<file path="src/hw/rtl/sgm_pkg.sv">
// Package for the Sobel RGB gradient magnitude unit.
// Holds widths, register indexes and the types shared by front, queue and back.
// No dependencies.
package sgm_pkg;

  localparam int MaxWidth  = 2048;
  localparam int ColW      = $clog2(MaxWidth);
  localparam int WidthW    = 12;
  localparam int HeightW   = 16;
  localparam int CmpW      = (ColW + 1 > WidthW) ? ColW + 1 : WidthW;
  localparam int MinDim    = 3;

  localparam int CfgW      = 16;
  localparam int CfgIdxW   = 1;
  localparam logic [CfgIdxW-1:0] RegWidth  = 1'b0;
  localparam logic [CfgIdxW-1:0] RegHeight = 1'b1;

  localparam int ChanW     = 8;
  localparam int NumChan   = 3;
  localparam int PixW      = ChanW * NumChan;
  localparam int GradW     = ChanW + 3;
  localparam int SqW       = 2 * ChanW + 5;
  localparam int RemW      = 2 * ChanW;
  localparam int RootW     = RemW + 1;
  localparam int IterW     = $clog2(ChanW);
  localparam int MagMax    = (1 << ChanW) - 1;
  localparam int SatLimit  = MagMax * MagMax;

  localparam int QDepth    = 4;
  localparam int QPtrW     = $clog2(QDepth);
  localparam int QCntW     = $clog2(QDepth + 1);

  typedef logic [PixW-1:0] pix_t;
  typedef logic signed [GradW-1:0] grad_t;

  typedef struct packed {
    grad_t [NumChan-1:0] gx;
    grad_t [NumChan-1:0] gy;
    logic                frame_end;
  } item_t;

  typedef struct packed {
    logic             empty;
    logic [QCntW-1:0] cnt;
  } q_stat_t;

endpackage

</file>
<file path="src/hw/rtl/sgm_queue.sv">
// Short register queue of gradient transactions between front and back.
// Uses sgm_pkg.
module sgm_queue (
  input  logic             clk_i,
  input  logic             rst_ni,
  input  logic             push_i,
  input  sgm_pkg::item_t   item_i,
  input  logic             pop_i,
  output sgm_pkg::item_t   item_o,
  output sgm_pkg::q_stat_t stat_o
);
  import sgm_pkg::*;

  item_t             mem_q [QDepth];
  logic [QPtrW-1:0]  wr_q, rd_q;
  logic [QCntW-1:0]  cnt_q;

  function automatic logic [QPtrW-1:0] bump(logic [QPtrW-1:0] p);
    return (p == QPtrW'(QDepth - 1)) ? '0 : p + QPtrW'(1);
  endfunction

  always_ff @(posedge clk_i or negedge rst_ni) begin
    if (!rst_ni) begin
      wr_q  <= '0;
      rd_q  <= '0;
      cnt_q <= '0;
    end else begin
      if (push_i) begin
        wr_q <= bump(wr_q);
      end
      if (pop_i) begin
        rd_q <= bump(rd_q);
      end
      cnt_q <= cnt_q + QCntW'(push_i) - QCntW'(pop_i);
    end
  end

  always_ff @(posedge clk_i) begin
    if (push_i) begin
      mem_q[wr_q] <= item_i;
    end
  end

  assign item_o       = mem_q[rd_q];
  assign stat_o.cnt   = cnt_q;
  assign stat_o.empty = (cnt_q == '0);

endmodule

</file>
<file path="config.mk">
export PLATFORM = sky130hd
export DESIGN_NAME = sgm_queue
export DESIGN_NICKNAME = d
export VERILOG_FILES = /design/src/hw/rtl/sgm_pkg.sv /design/src/hw/rtl/sgm_queue.sv
export SDC_FILE = /design/constraint.sdc
export NUM_CORES = 1
export LEC_CHECK = 0
export BUFFER_PORTS_ARGS = -buffer_cell sky130_fd_sc_hd__buf_4
export CAP_MARGIN = 10
export CORE_ASPECT_RATIO = 1.2
export CORE_UTILIZATION = 30
export CTS_BUF_LIST = sky130_fd_sc_hd__clkbuf_16
export DETAILED_ROUTE_END_ITERATION = 8
export PLACE_DENSITY_LB_ADDON = 0.05
export SETUP_SLACK_MARGIN = 0.05
export SLEW_MARGIN = 20
export SYNTH_ARGS = -nofsm -noshare
export SYNTH_HDL_FRONTEND = slang
export SYNTH_SLANG_ARGS = --single-unit
</file>
<file path="constraint.sdc">
create_clock -name clk_i -period 3.08 [get_ports clk_i]
set_clock_uncertainty 0.05 [all_clocks]
set_input_delay 0.616 -clock clk_i [delete_from_list [all_inputs] [get_ports clk_i]]
set_output_delay 0.616 -clock clk_i [all_outputs]
set_load 0.1 [all_outputs]
</file>
==> summary.md <==
| Metric | Value |
|---|---|
| H-tree depth | `1` |
| Commonest non-fill, non-tap cell in the layout | `edfxtp_1` |
| Reg area | `around 8200 um2` |
| Clock slew seen by the registers of the worst setup and hold paths | `0.06 ns` |
| Critical path launch point | `rd_q[1]` |
| Crit share post-route | `0.931` |
| Dominant synthesized flop cell | `edfxtp_1` |
| Slew margin rel. | `0.582` |
| PnR worst setup slack | `0.212 ns` |
| Worst path required time | `2.41 ns` |
| Synthesized area | `between 10,000 and 15,000 um2` |
| Main combinational cell family by area after synthesis | `multiplexers` |
| Proportion of layout cells with a drive suffix above 1 | `0.469` |
| # fillers | `3,019` |
| Worst slew pin tran | `0.627 ns` |
| Number of cell rows | `73` |
| Final slew viol count | `0` |
| Period minus WS final | `2.87 ns` |
| DIE AREA | `34,400 um2` |
| Post-CTS sizing | `0` |
| CP endpoint kind | `output pin` |
| Reg2reg end | `mem_q[1][26]` |
| First-pass GRT wire length | `32,100 um` |
| Via count | `4,597` |
| CTS tree | `done` |
| Post-synthesis sequential area ratio | `0.815` |
| Mux cell area share after synthesis | `0.152` |
| Core area | `33,200 um2` |
| Hold path start | `item_i[29]` |
| Routability Congestion | `0.681` |
| DIE WIDTH | `169 um` |
| CTS root buf | `clkbuf_16` |
| Synth-to-Final Area Change | `26.7%` |
| Yosys cell types | `19` |
| Compound-Gate Fraction of Synth Area | `0.000993` |
| Reg-to-reg startpoint | `wr_q[1]` |
| Clk_lat worst skew | `0.53 ns` |
| DP HPWL | `12,700 um` |
| Status | `finished, final reports clean` |
| # IOs | `142` |
| Worst reg2reg setup slack | `~1.2 ns` |
| Worst Setup Start Kind | `flop` |
| FMAX | `about 350 MHz` |
| Ant diodes | `0` |
| RSZ-0062 raised after global routing | `no` |
| Synth Area in XOR/XNOR | `0.00174` |
| Hold WC Path Type | `primary input to flop` |
| Area occupied by multi-input gates | `1730 um2` |
| TritonRoute pass-1 iters | `4` |
| FF-to-FF path depth | `4` |
| Critical Path AT | `2.20 ns` |
| Largest net degree at the start of global routing | `38` |
| Biggest area consumer among synthesized cells | `edfxtp_1` |
| Total GRT Usage | `0.128` |
| Number of global-route vias before repair | `approximately 5,200` |
| CTS buffer count | `29` |
| # port buffers | `141` |
| Post-synth EDFFs | `between 200 and 300` |
| Antenna viol nets, final | `0` |
| Synth Area in Adders | `0.0107` |
| Maxcap violations | `0` |
| Synthesized flop and latch total | `275` |
| Cells after Synth | `386` |
| Drt drc | `0` |
| Async S/R FF share, synth | `0.0255` |
| Syn_nets | `465` |
| WL/cell | `20.8 um` |
| Die Y | `203 um` |
| Final setup viols | `0` |
| Fin. Hold Viols | `0` |
| Effective utilization at floorplan | `0.304` |
| Commonest cells after routing, fill and taps aside | `268 x edfxtp_1, 153 x buf_4, 67 x mux4_2` |
| Setup_tns | `0 ns` |
| Nets | `644` |
| Crit path max fanout | `21` |
| Initial antenna violation count | `0` |
| Area share of and/or/nand/nor cells after synthesis | `0.00459` |
| Crit path kind | `flop to output pin` |
| CP endpoint | `item_o[51]` |
| Area contributors post-synth | `edfxtp_1 80%, mux4_2 15%, dfrtp_1 1.7%` |
| Avg Cell Area, Syn | `~26 um2` |
| Longest Clk Path Bufs | `3` |
| Clock sink count | `275` |
| GRT overflow | `0` |
| Via/cell ratio | `4.45` |
| Dpl ws | `0.497 ns` |
| Synth top area share | `0.798` |
| Routed WL | `roughly 22,000 um` |
| First DRT Iteration DRCs | `about 160` |
| Ys Warns | `0` |
==> state kept, by name, summed over array words and instances, names as in the netlist <==
register / count
rd_q: 2
wr_q: 2
mem_q: 268
cnt_q: 3
==> area by class of cell <==
cell class | count | share of cell area
inverter | 6 | 0.00176
sequential | 275 | 0.644
clock buffer | 29 | 0.0568
multi-input combinational | 89 | 0.135
tap | 450 | 0.0441
timing repair buffer | 164 | 0.107
clock inverter | 21 | 0.0106
==> what timing repair did <==
| item | in CTS | in global routing |
|---|---|---|
| setup buffers | 2 | 4 |
| endpoints found under the setup margin | 51 | 6 |
| hold buffers | 1 | 0 |
| endpoints found under the hold margin | 7 | 0 |
==> how the worst min path moves through the flow <==
stage / end / cells past startpoint
finish: mem_q[1][29] / 1
global route: mem_q[0][49] / 1
CTS: mem_q[1][29] / 1
detailed placement: cnt_q[2] / 1
global placement: cnt_q[2] / 1
floorplan: cnt_q[0] / 0
==> logic make-up after synthesis <==
kind of cell,after synthesis
AO/OA/AOI/OAI,2
XOR/XNOR,2
adder cells (fa/ha/maj),8
buffers and inverters,22
flip-flops,275
multiplexers,69
AND/OR/NAND/NOR,8
==> synthesized netlist by cell type, drive strengths merged, types with 2 or more instances <==
cell and count:
mux4 67, clkbuf 3, inv 6, xnor2 2, and2 4, mux2 2, o21ai 2, edfxtp 268
dfrtp 7, buf 13, ha 7
==> stage by stage <==
step	hold slack, ns	util	area (um2)	std cells
after CTS	0.192	0.384	12700	1030
final	0.226	0.385	12800	1034
after detailed placement	0.388	0.356	11800	977
after global routing	0.199	0.385	12800	1034
after global placement	0.385	0.356	11800	977
after floorplan	0.270	-	10100	386
==> worst max-delay path: stages, from the launching register on <==
cell	delay, ns
dfrtp_4	0.70
buf_4	0.35
mux4_2	0.36
buf_4	0.25
==> routing by layer <==
layer	vias to the layer above	share of wire	GRT usage
met3	31	0.051	0.0285
met4	0	0.018	0.0405
met5	-	0	0
met2	104	0.52	0.223
met1	2459	0.41	0.157
li1	2003	-	-
Power is not shown: default switching activity piles up to over one toggle a cycle in this logic, so the estimate is an artifact.
