[config.mk]
export PLATFORM = sky130hd
export DESIGN_NAME = sgm_back
export DESIGN_NICKNAME = d
export VERILOG_FILES = /design/src/hw/rtl/sgm_pkg.sv /design/src/hw/rtl/sgm_back.sv
export SDC_FILE = /design/constraint.sdc
export NUM_CORES = 2
export LEC_CHECK = 0
export BUFFER_PORTS_ARGS = -buffer_cell sky130_fd_sc_hd__buf_2
export CAP_MARGIN = 15
export CORE_MARGIN = 10
export CORE_UTILIZATION = 35
export CTS_BUF_LIST = sky130_fd_sc_hd__clkbuf_2 sky130_fd_sc_hd__clkbuf_4 sky130_fd_sc_hd__clkbuf_8
export CTS_CLUSTER_SIZE = 28
export DETAILED_ROUTE_END_ITERATION = 6
export PLACE_DENSITY = 0.49
export SKIP_LAST_GASP = 1
export SYNTH_ARGS = -nofsm -noshare
export SYNTH_HDL_FRONTEND = slang
export SYNTH_SLANG_ARGS = --single-unit
[constraint.sdc]
create_clock -name clk_i -period 11.2 [get_ports clk_i]
set_clock_uncertainty 0.2 [all_clocks]
set_input_delay 0.56 -clock clk_i [delete_from_list [all_inputs] [get_ports clk_i]]
set_output_delay 0.56 -clock clk_i [all_outputs]
set_load 0.005 [all_outputs]
[src/hw/rtl/sgm_pkg.sv]
// Package for the Sobel RGB gradient magnitude unit.
// Holds widths, register indexes and the types shared by front, queue and back.
// No dependencies.
package sgm_pkg;

  localparam int MaxWidth  = 2048;
  localparam int ColW      = $clog2(MaxWidth);
  localparam int WidthW    = 12;
  localparam int HeightW   = 16;
  localparam int CmpW      = (ColW + 1 > WidthW) ? ColW + 1 : WidthW;
  localparam int MinDim    = 3;

  localparam int CfgW      = 16;
  localparam int CfgIdxW   = 1;
  localparam logic [CfgIdxW-1:0] RegWidth  = 1'b0;
  localparam logic [CfgIdxW-1:0] RegHeight = 1'b1;

  localparam int ChanW     = 8;
  localparam int NumChan   = 3;
  localparam int PixW      = ChanW * NumChan;
  localparam int GradW     = ChanW + 3;
  localparam int SqW       = 2 * ChanW + 5;
  localparam int RemW      = 2 * ChanW;
  localparam int RootW     = RemW + 1;
  localparam int IterW     = $clog2(ChanW);
  localparam int MagMax    = (1 << ChanW) - 1;
  localparam int SatLimit  = MagMax * MagMax;

  localparam int QDepth    = 4;
  localparam int QPtrW     = $clog2(QDepth);
  localparam int QCntW     = $clog2(QDepth + 1);

  typedef logic [PixW-1:0] pix_t;
  typedef logic signed [GradW-1:0] grad_t;

  typedef struct packed {
    grad_t [NumChan-1:0] gx;
    grad_t [NumChan-1:0] gy;
    logic                frame_end;
  } item_t;

  typedef struct packed {
    logic             empty;
    logic [QCntW-1:0] cnt;
  } q_stat_t;

endpackage

[src/hw/rtl/sgm_back.sv]
// Back of the Sobel unit: squares, bit-serial integer square root, saturation.
// Holds the result register seen on the output ports. Uses sgm_pkg.
module sgm_back (
  input  logic                   clk_i,
  input  logic                   rst_ni,
  input  sgm_pkg::q_stat_t       q_stat_i,
  input  sgm_pkg::item_t         q_item_i,
  output logic                   q_pop_o,
  input  logic                   pop,
  output logic                   empty,
  output logic [sgm_pkg::ChanW-1:0] mag_blue_o,
  output logic [sgm_pkg::ChanW-1:0] mag_green_o,
  output logic [sgm_pkg::ChanW-1:0] mag_red_o,
  output logic                   frame_end_o
);
  import sgm_pkg::*;

  localparam logic [1:0] StIdle   = 2'd0;
  localparam logic [1:0] StSquare = 2'd1;
  localparam logic [1:0] StRoot   = 2'd2;
  localparam logic [1:0] StOut    = 2'd3;

  logic [1:0]        st_q, st_d;
  grad_t             gx_q [NumChan];
  grad_t             gy_q [NumChan];
  logic              end_q;
  logic [SqW-1:0]    sq_q [NumChan];
  logic [RemW-1:0]   rem_q [NumChan];
  logic [RootW-1:0]  root_q [NumChan];
  logic [IterW-1:0]  k_q;
  logic              sat;
  logic              out_v_q;
  logic [ChanW-1:0]  mag_q [NumChan];
  logic              fe_q;
  logic              out_free;

  logic signed [2*GradW-1:0] pxx [NumChan];
  logic signed [2*GradW-1:0] pyy [NumChan];
  logic [SqW-1:0]    sq [NumChan];
  logic [RootW-1:0]  bitv, trial [NumChan];

  assign out_free = ~out_v_q | pop;
  assign q_pop_o  = (st_q == StIdle) & ~q_stat_i.empty;

  always_comb begin
    st_d = st_q;
    case (st_q)
      StIdle:   if (!q_stat_i.empty) st_d = StSquare;
      StSquare: st_d = StRoot;
      StRoot:   if (k_q == '0) st_d = StOut;
      StOut:    if (out_free) st_d = StIdle;
      default:  st_d = StIdle;
    endcase
  end

  always_comb begin
    sat  = 1'b0;
    bitv = RootW'(1) << {k_q, 1'b0};
    for (int c = 0; c < NumChan; c++) begin
      pxx[c]   = gx_q[c] * gx_q[c];
      pyy[c]   = gy_q[c] * gy_q[c];
      sq[c]    = SqW'($unsigned(pxx[c])) + SqW'($unsigned(pyy[c]));
      trial[c] = root_q[c] + bitv;
      if (sq_q[c] > SqW'(SatLimit)) begin
        sat = 1'b1;
      end
    end
  end

  always_ff @(posedge clk_i or negedge rst_ni) begin
    if (!rst_ni) begin
      st_q    <= StIdle;
      out_v_q <= 1'b0;
    end else begin
      st_q <= st_d;
      if (st_q == StOut && out_free) begin
        out_v_q <= 1'b1;
      end else if (pop) begin
        out_v_q <= 1'b0;
      end
    end
  end

  always_ff @(posedge clk_i) begin
    case (st_q)
      StIdle: begin
        for (int c = 0; c < NumChan; c++) begin
          gx_q[c] <= $signed(q_item_i.gx[c]);
          gy_q[c] <= $signed(q_item_i.gy[c]);
        end
        end_q <= q_item_i.frame_end;
      end
      StSquare: begin
        for (int c = 0; c < NumChan; c++) begin
          sq_q[c]   <= sq[c];
          rem_q[c]  <= sq[c][RemW-1:0];
          root_q[c] <= '0;
        end
        k_q <= IterW'(ChanW - 1);
      end
      StRoot: begin
        for (int c = 0; c < NumChan; c++) begin
          if ({1'b0, rem_q[c]} >= trial[c]) begin
            rem_q[c]  <= rem_q[c] - trial[c][RemW-1:0];
            root_q[c] <= (root_q[c] >> 1) + bitv;
          end else begin
            root_q[c] <= root_q[c] >> 1;
          end
        end
        k_q <= k_q - IterW'(1);
      end
      StOut: begin
        if (out_free) begin
          for (int c = 0; c < NumChan; c++) begin
            mag_q[c] <= sat ? ChanW'(MagMax) : root_q[c][ChanW-1:0];
          end
          fe_q <= end_q;
        end
      end
      default: ;
    endcase
  end

  assign empty       = ~out_v_q;
  assign mag_blue_o  = mag_q[0];
  assign mag_green_o = mag_q[1];
  assign mag_red_o   = mag_q[2];
  assign frame_end_o = fe_q;

endmodule

==> summary.md <==
| Metric | Value |
|---|---|
| Initial antenna violation count | `1` |
| Skew-Pair Late Insertion Delay | `approximately 0.74 ns` |
| Post-CTS Repair Setup Buffers | `0` |
| Post-CTS sizing | `0` |
| Yosys warning count | `0` |
| Dpl hpwl | `68600 um` |
| DR pass1 iterations | `5` |
| Period utilization | `between 60% and 70%` |
| Largest area contributor in the netlist | `fa_1` |
| Origin of the worst setup path | `gx_q[0][12]` |
| Nets@finish | `about 5k` |
| Most frequent cells in the layout | `inv_1, fa_1, ha_1, nand2_1, edfxtp_1` |
| Post-synth EDFFs | `between 200 and 300` |
| Mux share of post-synthesis cell area | `under 10%` |
| Crit-path max FO | `12` |
| Total negative slack | `0 ns` |
| Syn Nets | `4874` |
| Max Fclk | `135 MHz` |
| Synth unique cells | `74` |
| Max Cap Viol | `0` |
| Adder-cell share of the synthesized area | `around 46%` |
| CP Cell Sequence | `inv_1, nor2_1, inv_1, fa_1, inv_1, fa_1, inv_1, fa_1, inv_1, fa_1, fa_1, fa_1, inv_1, fa_1, inv_1, ha_1, o21a_1, a21oi_1, o21ai_0, a41oi_1, a21oi_1, a211o_1, a21oi_1, xnor2_1` |
| Initial detailed-routing violation count | `~1.1k` |
| Post-synthesis compound-gate area fraction | `under 10%` |
| Final Max Tran Viols | `0` |
| Wirelength, routed | `roughly 84000 um` |
| Largest family of logic cells by synthesized area | `adder cells` |
| Setup slack, reg-to-reg | `between 3 and 4 ns` |
| Crit-path slowest cell | `edfxtp_1` |
| RSZ-0062 raised after global routing | `false` |
| Pin count of the biggest net entering global routing | `62` |
| Slew HR | `between 20% and 30%` |
| DR DRC count | `0` |
| Drt wl/cell | `~15 um` |
| Syn avg cell area | `roughly 10 um2` |
| Critical Path RT | `~11 ns` |
| WS Path Type | `flop to flop` |
| Hold_sp | `end_q` |
| Sink Count | `257` |
| Area of the die | `between 100000 and 150000 um2` |
| Xor/xnor cell area share of the yosys netlist | `4.98%` |
| Floorplan row count | `~120` |
| Final Critical Period | `7.40 ns` |
| Hold Vio Cnt, Final | `0` |
| Starting Density | `a little over a third` |
| Routed Antenna Nets | `0` |
| Share of the core filled with cells | `between 30% and 40%` |
| Simple-Gate Fraction of Synth Area | `around 10%` |
| CTS tree | `done` |
| Vias per cell | `roughly 4.6` |
| First-pass GRT wire length | `about 140000 um` |
| Max Buffers Root-to-Sink | `3` |
| FF-to-FF Start | `gx_q[0][12]` |
| Synth-to-Final Area Change | `9.99%` |
| Status | `complete, no violations` |
| Worst Setup End Kind | `flop` |
| Synth Instances | `3769` |
| Gpl congestion | `0.801` |
| Synth area leaders | `fa_1, edfxtp_1, ha_1` |
| Die span in x | `approximately 350 um` |
| Post-synthesis register bit count | `between 200 and 300` |
| H-tree levels | `2` |
| Vert. Die Dim | `353 um` |
| Root Driver | `clkbuf_8` |
| GRT Residual Overflow | `0` |
| Routed vias | `roughly 25k` |
| Share of cells above drive strength 1 | `roughly 7%` |
| Measured slew at the worst slew-check pin | `roughly 1.1 ns` |
| IO Port Bufs | `just under 100` |
| Cell Area, Synth | `between 30000 and 40000 um2` |
| Vias in the first global route | `between 20k and 30k` |
| Critical path's largest stage delay | `~0.70 ns` |
| I/O pin count | `just over 100` |
| Sequential fraction of the synthesis area | `approximately a fifth` |
| Worst Hold Class | `flop to flop` |
| Post-synth ARST share | `1.17%` |
| GRT Total Usage | `around 14%` |
| Share of the synthesized area in the top cell type | `34.9%` |
| Most common cell after layout, fill and taps aside | `inv_1` |
| Crit path arrival time | `approximately 7.6 ns` |
| Startpoint Class | `flop` |
| Finish-stage setup viols | `0` |
| Core footprint | `~110000 um2` |
| Top FF cell, synth | `edfxtp_1` |
| CTS Buf Count | `between 50 and 60` |
| Clk pin slew, worst setup/hold paths | `~0.050 ns` |
## cell type report
class / instances / area, um2
multi-input cells: 2503 / 27400
flip-flops and latches: 257 / 7690
diodes: 1 / 2.50
repair buffers: 178 / 1270
fillers: 11100 / 67800
clock buffers: 70 / 870
well taps: 1488 / 1860
inverters: 922 / 3460
clock inverters: 29 / 226
## registers in the layout (all words and copies together), names as in the netlist
| register | flops |
|---|---|
| sq_q | 60 |
| root_q | 51 |
| rem_q | 48 |
| gx_q | 33 |
| gy_q | 33 |
| mag_q | 24 |
| k_q | 3 |
| st_q | 2 |
| end_q | 1 |
| frame_end_o | 1 |
| out_v_q | 1 |
## critical path: cells and delay by family (launching register included)
family / cells / cell delay (ns)
XOR/XNOR: 1 / 0.08
AO/OA/AOI/OAI: 7 / 1.58
buffers and inverters: 7 / 0.57
AND/OR/NAND/NOR: 1 / 0.18
flip-flops: 1 / 0.70
adder cells (fa/ha/maj): 8 / 3.81
## kinds of logic after synthesis
kind of cell	Yosys count
adders and majority gates	1031
DFF	257
buffers and inverters	1009
AOI/OAI and AO/OA	387
and+or+nand+nor	801
muxes	63
xor gates and xnor gates	221
## stage by stage
step	area (um2)	setup slack (ns)	hold WS (ns)	std cells
detailed placement	40900	3.77	0.168	5277
global placement	40900	3.78	0.165	5277
finish	42700	3.80	0.228	5448
global route	42700	3.29	0.240	5448
floorplan	38900	4.60	0.0644	3769
CTS	42700	3.74	0.202	5447
## metal layers
layer | global-route usage [%] | part of all wire (%) | vias to the layer above
li1 | - | - | 12100
met5 | 0 | 0 | -
met2 | 23.6 | 48 | 295
met3 | 1.67 | 3.3 | 75
met4 | 2.97 | 1.7 | 0
met1 | 19.2 | 47 | 12500
## synth_stat cells (22+ instances only)
cell type,instances
a211oi_1,22
a21o_1,30
a21oi_1,98
a31oi_1,40
and2_1,146
clkbuf_1,75
edfxtp_1,253
fa_1,678
ha_1,353
inv_1,921
mux2_4,44
nand2_1,275
nand2b_1,40
nand3_1,23
nor2_1,138
nor2b_1,69
nor3_1,23
o21ai_0,70
o21bai_1,22
xnor2_1,153
xor2_1,68
## worst paths after layout
| kind | to | cells after the start |
|---|---|---|
| min | frame_end_o | 0 |
| max reg2reg | sq_q[0][41] | 24 |
| max in group asynchronous | st_q[0] | 3 |
| max | sq_q[0][41] | 24 |
| min reg2reg | frame_end_o | 0 |
| min in group asynchronous | out_v_q | 3 |
## timing repair
item / in CTS / in global routing
hold buffers: 71 / 0
setup endpoints to repair: 0 / 0
hold endpoints to repair: 73 / 0
Power is not shown: default switching activity piles up to over one toggle a cycle in this logic, so the estimate is an artifact.
